[config.mk]
export PLATFORM = sky130hd
export DESIGN_NAME = pcm_to_stereo16_upsampler_top_flat
export DESIGN_NICKNAME = d
export VERILOG_FILES = /design/src/design/pts16_pkg.sv /design/src/design/pts16_if.sv /design/src/design/pcm_to_stereo16_upsampler_top.sv /design/src/design/pts16_conv.sv /design/src/design/pts16_rep.sv /design/src/flat_wrapper.sv
export SDC_FILE = /design/constraint.sdc
export NUM_CORES = 1
export LEC_CHECK = 0
export ABC_AREA = 1
export ABC_CLOCK_PERIOD_IN_PS = 5200
export BUFFER_PORTS_ARGS = -buffer_cell sky130_fd_sc_hd__clkbuf_2
export CELL_PAD_IN_SITES_DETAIL_PLACEMENT = 1
export CELL_PAD_IN_SITES_GLOBAL_PLACEMENT = 1
export CORE_ASPECT_RATIO = 1.4
export CORE_MARGIN = 8
export CORE_UTILIZATION = 41
export CTS_BUF_LIST = sky130_fd_sc_hd__clkbuf_16
export DETAILED_ROUTE_END_ITERATION = 6
export PLACE_DENSITY = 0.85
export SLEW_MARGIN = 20
export SYNTH_ARGS = -nofsm -noshare
export SYNTH_HDL_FRONTEND = slang
export SYNTH_HIERARCHICAL = 1
export SYNTH_SLANG_ARGS = --single-unit
[constraint.sdc]
create_clock -name clk_i -period 5.2 [get_ports clk_i]
set_input_delay 0.26 -clock clk_i [delete_from_list [all_inputs] [get_ports clk_i]]
set_output_delay 0.26 -clock clk_i [all_outputs]
set_load 0.02 [all_outputs]
[src/design/pts16_pkg.sv]
package pts16_pkg;

  localparam int unsigned SampleW = 16;
  localparam int unsigned RateW   = 16;

  // configuration register indexes
  localparam logic [1:0] CfgSampleWidth = 2'd0;
  localparam logic [1:0] CfgChannelCnt  = 2'd1;
  localparam logic [1:0] CfgSourceRate  = 2'd2;

  localparam logic       WidthByte  = 1'b0;
  localparam logic [1:0] ChanMono   = 2'd1;
  localparam logic [7:0] ByteFlip   = 8'h80;

  localparam logic [RateW-1:0] RateX4A = 16'd8000;
  localparam logic [RateW-1:0] RateX4B = 16'd11025;
  localparam logic [RateW-1:0] RateX4C = 16'd12000;
  localparam logic [RateW-1:0] RateX2A = 16'd16000;
  localparam logic [RateW-1:0] RateX2B = 16'd22050;
  localparam logic [RateW-1:0] RateX2C = 16'd24000;
  localparam logic [RateW-1:0] RateX1A = 16'd32000;
  localparam logic [RateW-1:0] RateX1B = 16'd44100;
  localparam logic [RateW-1:0] RateX1C = 16'd48000;

  typedef struct packed {
    logic             sample_width;
    logic [1:0]       channel_count;
    logic [RateW-1:0] source_rate;
  } cfg_t;

  // repeat count as index of the last frame, plus a flag for a known rate
  typedef struct packed {
    logic       known;
    logic [1:0] last_idx;
  } rep_t;

  typedef struct packed {
    logic signed [SampleW-1:0] left;
    logic signed [SampleW-1:0] right;
    logic [1:0]                last_idx;
  } frame_t;

  function automatic rep_t rate_rep(logic [RateW-1:0] rate);
    rep_t r;
    r.known    = 1'b1;
    r.last_idx = 2'd0;
    case (rate) inside
      RateX4A, RateX4B, RateX4C: r.last_idx = 2'd3;
      RateX2A, RateX2B, RateX2C: r.last_idx = 2'd1;
      RateX1A, RateX1B, RateX1C: r.last_idx = 2'd0;
      default:                   r.known    = 1'b0;
    endcase
    return r;
  endfunction

  function automatic logic [SampleW-1:0] conv_sample(logic width, logic [SampleW-1:0] raw);
    logic [SampleW-1:0] s;
    if (width == WidthByte) begin
      s = {raw[7:0] ^ ByteFlip, 8'h00};
    end else begin
      s = raw;
    end
    return s;
  endfunction

endpackage

[src/design/pts16_if.sv]
interface pts16_in_if;
  logic        valid;
  logic        ready;
  logic [15:0] first_sample;
  logic [15:0] second_sample;

  modport source (output valid, output first_sample, output second_sample, input ready);
  modport sink   (input valid, input first_sample, input second_sample, output ready);
endinterface

interface pts16_out_if;
  logic               valid;
  logic               ready;
  logic signed [15:0] left_out;
  logic signed [15:0] right_out;
  logic               last_repeat;

  modport source (output valid, output left_out, output right_out, output last_repeat,
                  input ready);
  modport sink   (input valid, input left_out, input right_out, input last_repeat,
                  output ready);
endinterface

[src/design/pcm_to_stereo16_upsampler_top.sv]
// Converts one PCM source frame (8-bit unsigned or 16-bit signed, mono or
// stereo) into 16-bit signed stereo frames, repeated 4, 2 or 1 times for
// source rates of 8/11.025/12, 16/22.05/24 or 32/44.1/48 kHz; any other rate
// yields no output. The input is registered after conversion and a second
// register emits the repeats, one output frame per cycle while the output is
// ready, so the block takes a new input every cycle at repeat 1 when the
// output does not stall; at repeat N a frame enters the second register only
// as the last repeat of the frame before it is taken. Write the configuration
// only while the block is idle.
module pcm_to_stereo16_upsampler_top (
  input  logic        clk_i,
  input  logic        rst_ni,
  input  logic        cfg_we_i,
  input  logic [1:0]  cfg_idx_i,
  input  logic [15:0] cfg_wdata_i,
  pts16_in_if.sink    in_i,
  pts16_out_if.source out_o
);
  import pts16_pkg::*;

  cfg_t   cfg_q;
  frame_t frm;
  logic   frm_valid, frm_ready;

  always_ff @(posedge clk_i or negedge rst_ni) begin
    if (!rst_ni) begin
      cfg_q.sample_width  <= 1'b1;
      cfg_q.channel_count <= 2'd2;
      cfg_q.source_rate   <= '0;
    end else if (cfg_we_i) begin
      unique case (cfg_idx_i)
        CfgSampleWidth: cfg_q.sample_width  <= cfg_wdata_i[0];
        CfgChannelCnt:  cfg_q.channel_count <= cfg_wdata_i[1:0];
        CfgSourceRate:  cfg_q.source_rate   <= cfg_wdata_i[RateW-1:0];
        default: ;
      endcase
    end
  end

  pts16_conv u_conv (
    .clk_i       (clk_i),
    .rst_ni      (rst_ni),
    .cfg_i       (cfg_q),
    .in_i        (in_i),
    .frm_o       (frm),
    .frm_valid_o (frm_valid),
    .frm_ready_i (frm_ready)
  );

  pts16_rep u_rep (
    .clk_i       (clk_i),
    .rst_ni      (rst_ni),
    .frm_i       (frm),
    .frm_valid_i (frm_valid),
    .frm_ready_o (frm_ready),
    .out_o       (out_o)
  );

endmodule

[src/design/pts16_conv.sv]
module pts16_conv (
  input  logic              clk_i,
  input  logic              rst_ni,
  input  pts16_pkg::cfg_t   cfg_i,
  pts16_in_if.sink          in_i,
  output pts16_pkg::frame_t frm_o,
  output logic              frm_valid_o,
  input  logic              frm_ready_i
);
  import pts16_pkg::*;

  logic   valid_q;
  frame_t frm_q, frm_d;
  rep_t   rep;
  logic   xfer;

  assign in_i.ready = !valid_q || frm_ready_i;
  assign xfer       = in_i.valid && in_i.ready;
  assign rep        = rate_rep(cfg_i.source_rate);

  always_comb begin
    frm_d.left     = conv_sample(cfg_i.sample_width, in_i.first_sample);
    frm_d.right    = (cfg_i.channel_count == ChanMono) ? frm_d.left
                   : conv_sample(cfg_i.sample_width, in_i.second_sample);
    frm_d.last_idx = rep.last_idx;
  end

  // items at an unknown rate are dropped here
  always_ff @(posedge clk_i or negedge rst_ni) begin
    if (!rst_ni) begin
      valid_q <= 1'b0;
    end else if (xfer) begin
      valid_q <= rep.known;
    end else if (frm_ready_i) begin
      valid_q <= 1'b0;
    end
  end

  always_ff @(posedge clk_i) begin
    if (xfer) begin
      frm_q <= frm_d;
    end
  end

  assign frm_o       = frm_q;
  assign frm_valid_o = valid_q;

endmodule

[src/design/pts16_rep.sv]
module pts16_rep (
  input  logic              clk_i,
  input  logic              rst_ni,
  input  pts16_pkg::frame_t frm_i,
  input  logic              frm_valid_i,
  output logic              frm_ready_o,
  pts16_out_if.source       out_o
);
  import pts16_pkg::*;

  logic                valid_q;
  logic [1:0]          cnt_q;
  logic [SampleW-1:0]  left_q, right_q;
  logic                out_xfer, last;

  assign last        = (cnt_q == 2'd0);
  assign out_xfer    = valid_q && out_o.ready;
  assign frm_ready_o = !valid_q || (out_o.ready && last);

  always_ff @(posedge clk_i or negedge rst_ni) begin
    if (!rst_ni) begin
      valid_q <= 1'b0;
      cnt_q   <= 2'd0;
    end else if (frm_valid_i && frm_ready_o) begin
      valid_q <= 1'b1;
      cnt_q   <= frm_i.last_idx;
    end else if (out_xfer) begin
      if (last) begin
        valid_q <= 1'b0;
      end else begin
        cnt_q <= cnt_q - 2'd1;
      end
    end
  end

  always_ff @(posedge clk_i) begin
    if (frm_valid_i && frm_ready_o) begin
      left_q  <= frm_i.left;
      right_q <= frm_i.right;
    end
  end

  assign out_o.valid       = valid_q;
  assign out_o.left_out    = left_q;
  assign out_o.right_out   = right_q;
  assign out_o.last_repeat = last;

endmodule

[src/flat_wrapper.sv]
// flat-port wrapper written by rule: the top's interface ports become plain ports
module pcm_to_stereo16_upsampler_top_flat import pts16_pkg::*;
  (clk_i, rst_ni, cfg_we_i, cfg_idx_i, cfg_wdata_i, in_i_valid, in_i_first_sample, in_i_second_sample, in_i_ready, out_o_valid, out_o_left_out, out_o_right_out, out_o_last_repeat, out_o_ready);
  pts16_in_if in_i_i ();
  pts16_out_if out_o_i ();
  input  logic clk_i;
  input  logic rst_ni;
  input  logic cfg_we_i;
  input  logic [1:0] cfg_idx_i;
  input  logic [15:0] cfg_wdata_i;
  input wire logic [$bits(in_i_i.valid)-1:0] in_i_valid;
  input wire logic [$bits(in_i_i.first_sample)-1:0] in_i_first_sample;
  input wire logic [$bits(in_i_i.second_sample)-1:0] in_i_second_sample;
  output wire logic [$bits(in_i_i.ready)-1:0] in_i_ready;
  output wire logic [$bits(out_o_i.valid)-1:0] out_o_valid;
  output wire logic [$bits(out_o_i.left_out)-1:0] out_o_left_out;
  output wire logic [$bits(out_o_i.right_out)-1:0] out_o_right_out;
  output wire logic [$bits(out_o_i.last_repeat)-1:0] out_o_last_repeat;
  input wire logic [$bits(out_o_i.ready)-1:0] out_o_ready;
  assign in_i_i.valid = in_i_valid;
  assign in_i_i.first_sample = in_i_first_sample;
  assign in_i_i.second_sample = in_i_second_sample;
  assign in_i_ready = in_i_i.ready;
  assign out_o_valid = out_o_i.valid;
  assign out_o_left_out = out_o_i.left_out;
  assign out_o_right_out = out_o_i.right_out;
  assign out_o_last_repeat = out_o_i.last_repeat;
  assign out_o_i.ready = out_o_ready;
  pcm_to_stereo16_upsampler_top u_core (.clk_i(clk_i), .rst_ni(rst_ni), .cfg_we_i(cfg_we_i), .cfg_idx_i(cfg_idx_i), .cfg_wdata_i(cfg_wdata_i), .in_i(in_i_i), .out_o(out_o_i));
endmodule
==> impl_results.md <==
* CP max FO at 18
* Synth cell types at 27
* Cell family with most CP delay: compound AO/OA/AOI/OAI gates
* FILL cells at 1066
* Seq cells post-synth at 89
* Sw Share at 26.6%
* Num ports at 90
* Synthesis-to-layout area growth at 21.8%
* Number of I/O port buffers at 89
* Yosys top cell by area: edfxtp_1
* Final Setup Violations at 0
* Share of power burned in registers at 50.9%
* Num CTS Buffers at 9
* Largest net degree at the start of global routing at 35
* Initial antenna violation count at 0
* Core footprint at 9350 um^2
* Slowest-stage cell, CP: a21boi_4
* Worst Hold Depth at 3
* CP Data Arrival Time at 2.12 ns
* Final max-slew violation count at 0
* Post-Route WL at 9.88 mm
* DRC Markers at 0
* Reg area at 2560 um^2
* Slew HR at 42.9%
* Worst setup EP type: flop
* Post-route ant nets at 0
* N_diodes at 0
* Final min period at 2.08 ns
* Top achievable clock speed at 482 MHz
* Leak at 2.18 nW
* Iter 0 DRT Violations at 110
* Gpl congestion at 0.863
* CTS Sinks at 89
* Die Span X at 98.2 um
* All-Layer GR Usage at 15.9%
* Post-DP HPWL at 7.62 mm
* Setup CP Type: flop to flop
* Comb power frac at 13.1%
* Netlist Area Pre-Place at 3880 um^2
* Net count after synthesis at 438
* Area share of the largest cell type after synthesis at 51.1%
* Postcts setup bufs at 0
* Synth warnings at 6
* Clock buffer depth at 2
* Commonest non-fill, non-tap cell in the layout: nand2_1
* Final TNS setup at 0 ns
* Global-route wire length before repair at 16.0 mm
* Cell internal pwr at 1.30 mW
* Maximum vdd drop at 173 uV
* Post-Syn Instances at 382
* Vias in the first global route at 3326
* Fin. Hold Viols at 0
* Fin nets at 526
* Layout cell share with drive strength beyond 1 at 26.5%
* Sequential area share after synthesis at 66.0%
* Max_cap viols at 0
* Clock share of power at 36.0%
* Worst stage delay on the critical path at 0.56 ns
* Drt via density at 5.04
* Clock-pin transition on the worst setup and hold timing paths at 0.06 ns
* TritonCTS clock tree: yes
* Tightest Pin Transition at 0.856 ns
* DRT Pass-1 Iters at 4
* Die outline area at 12900 um^2
* Post-Route Skew at 0.00494 ns
* Avg WL per Cell at 16.9 um
* Routed vias at 2951
* Root Buffer: clkbuf_16
* Most frequent cells in the layout: 130 x nand2_1, 89 x clkbuf_2, 66 x edfxtp_1
* Crit share post-route at 39.9%
* H-Tree Depth at 3
* Worst skew pair latency at 0.33 ns
* Crit path buf inv count at 3
* Sw power at 470 uW
* Status: complete, no violations
* GRT Residual Overflow at 0
* Req. time, crit path at 5.25 ns
* Pwr Density at 374 nW/um^2
* Initial Utilization at 41.5%
* CP Depth at 7
* DP Area at 4390 um^2
* Hold Path Class: input port to flop
* Cell row count at 42
* Die Ht at 131 um
* Reg2reg path depth at 7
* Multi-input gate area at 1100 um^2
* Post-Layout Inst Area at 4730 um^2
* Startpoint Class: flop
* Unrepaired setup endpoints after global routing: no
* Worst-path cell chain: inv_1, ha_1, nand2_1, nand2_1, inv_1, a21boi_4, buf_16
* Syn avg cell area at 10.2 um^2
* Main area contributors after synthesis: edfxtp_1 51%, dfrtp_1 14%, nand2_1 13%
-- state kept, by name, indices dropped and copies added (netlist names) --
name / cells
u_core/cfg_q: 19
u_core/u_conv/frm_o: 34
u_core/u_conv/frm_valid_o: 1
u_core/u_rep/cnt_q: 2
u_core/u_rep/out_o.left_out: 16
u_core/u_rep/out_o.right_out: 16
u_core/u_rep/out_o.valid: 1
-- tightest hold or removal path: cells and delay by family --
family                 cells  cell delay [ns]
AND/OR/NAND/NOR            2             0.12
buffers and inverters      1             0.08
-- per-stage QoR --
stage	utilization [%]	total power, mW	hold slack, ns	setup WS [ns]	instances
after floorplan	-	1.05	-0.0356	1.26	382
after global placement	47.0	1.12	0.276	3.11	567
after detailed placement	47.0	1.14	0.284	2.96	567
after CTS	50.2	1.78	0.156	2.94	584
after global routing	50.5	1.86	0.168	2.94	585
final	50.5	1.77	0.162	3.12	585
-- cells in the mapped netlist --
master    instances
dfstp_2           2
buf_2             8
a21boi_0          1
clkinv_2          1
a21oi_2           1
nor2_1           38
buf_6             2
ha_1              1
o21ai_0          11
nand3_1          15
inv_2             5
nor2_2            4
buf_4             1
nand2_1         130
edfxtp_1         66
a31oi_1           7
dfrtp_1          21
nand3_4           1
nor3_1            1
nand4_1          22
nand2_4           1
nand3b_1          1
nor2_4            3
clkbuf_1          3
nand3_2           1
nand2_2           1
inv_1            34
-- metal layers --
| layer | GRT usage [%] | wire, um | up-vias | part of all wire [%] |
|---|---|---|---|---|
| li1 | - | - | 1440 | - |
| met1 | 15.2 | 3520 | 1411 | 36 |
| met2 | 30.0 | 5510 | 86 | 56 |
| met3 | 5.07 | 633 | 14 | 6.4 |
| met4 | 6.68 | 222 | 0 | 2.2 |
| met5 | 0 | 0 | - | 0 |
-- power groups by stage --
stage	Sequential [mW]	Clock, mW	Combinational, mW
final	0.898	0.636	0.232
after global routing	0.908	0.682	0.266
after CTS	0.899	0.652	0.230
after detailed placement	0.914	0	0.228
after global placement	0.905	0	0.210
after floorplan	0.888	0	0.167
-- final timing paths --
kind / startpoint / to / slack [ns]
worst min register to register: u_core/u_conv/frm_o[7] / u_core/u_rep/out_o.right_out[5] / 0.42
worst min-delay path: cfg_wdata_i[9] / u_core/cfg_q[9] / 0.16
max in group asynchronous: rst_ni / u_core/u_conv/frm_valid_o / 4.37
worst max register to register: u_core/u_rep/cnt_q[0] / u_core/u_conv/frm_o[12] / 3.12
min in group asynchronous: rst_ni / u_core/cfg_q[16] / 0.44
worst max-delay path: u_core/u_rep/cnt_q[0] / u_core/u_conv/frm_o[12] / 3.12
-- kinds of logic (layout without fill, tap and decap cells) --
| kind of cell | after synthesis | count (layout) | share of synthesized area, % |
|---|---|---|---|
| and+or+nand+nor | 218 | 218 | 24.7 |
| DFF | 89 | 89 | 66.0 |
| buffers and inverters | 54 | 147 | 6.00 |
| AOI/OAI and AO/OA | 20 | 20 | 2.97 |
| adders and majority gates | 1 | 1 | 0.322 |
-- cell type report --
class                   count  area share (%)
clock buffers               9            4.77
clock inverters             7            1.48
inverters                  40            3.20
multi-input cells         239            23.2
flip-flops and latches     89            54.2
well taps                 110            2.91
repair buffers             91            10.2
-- timing repair --
item                      in CTS  in global routing
hold endpoints to repair      21                  0
hold buffers                   1                  0
gates resized for setup        0                  0
(Power assumes the default switching activity.)
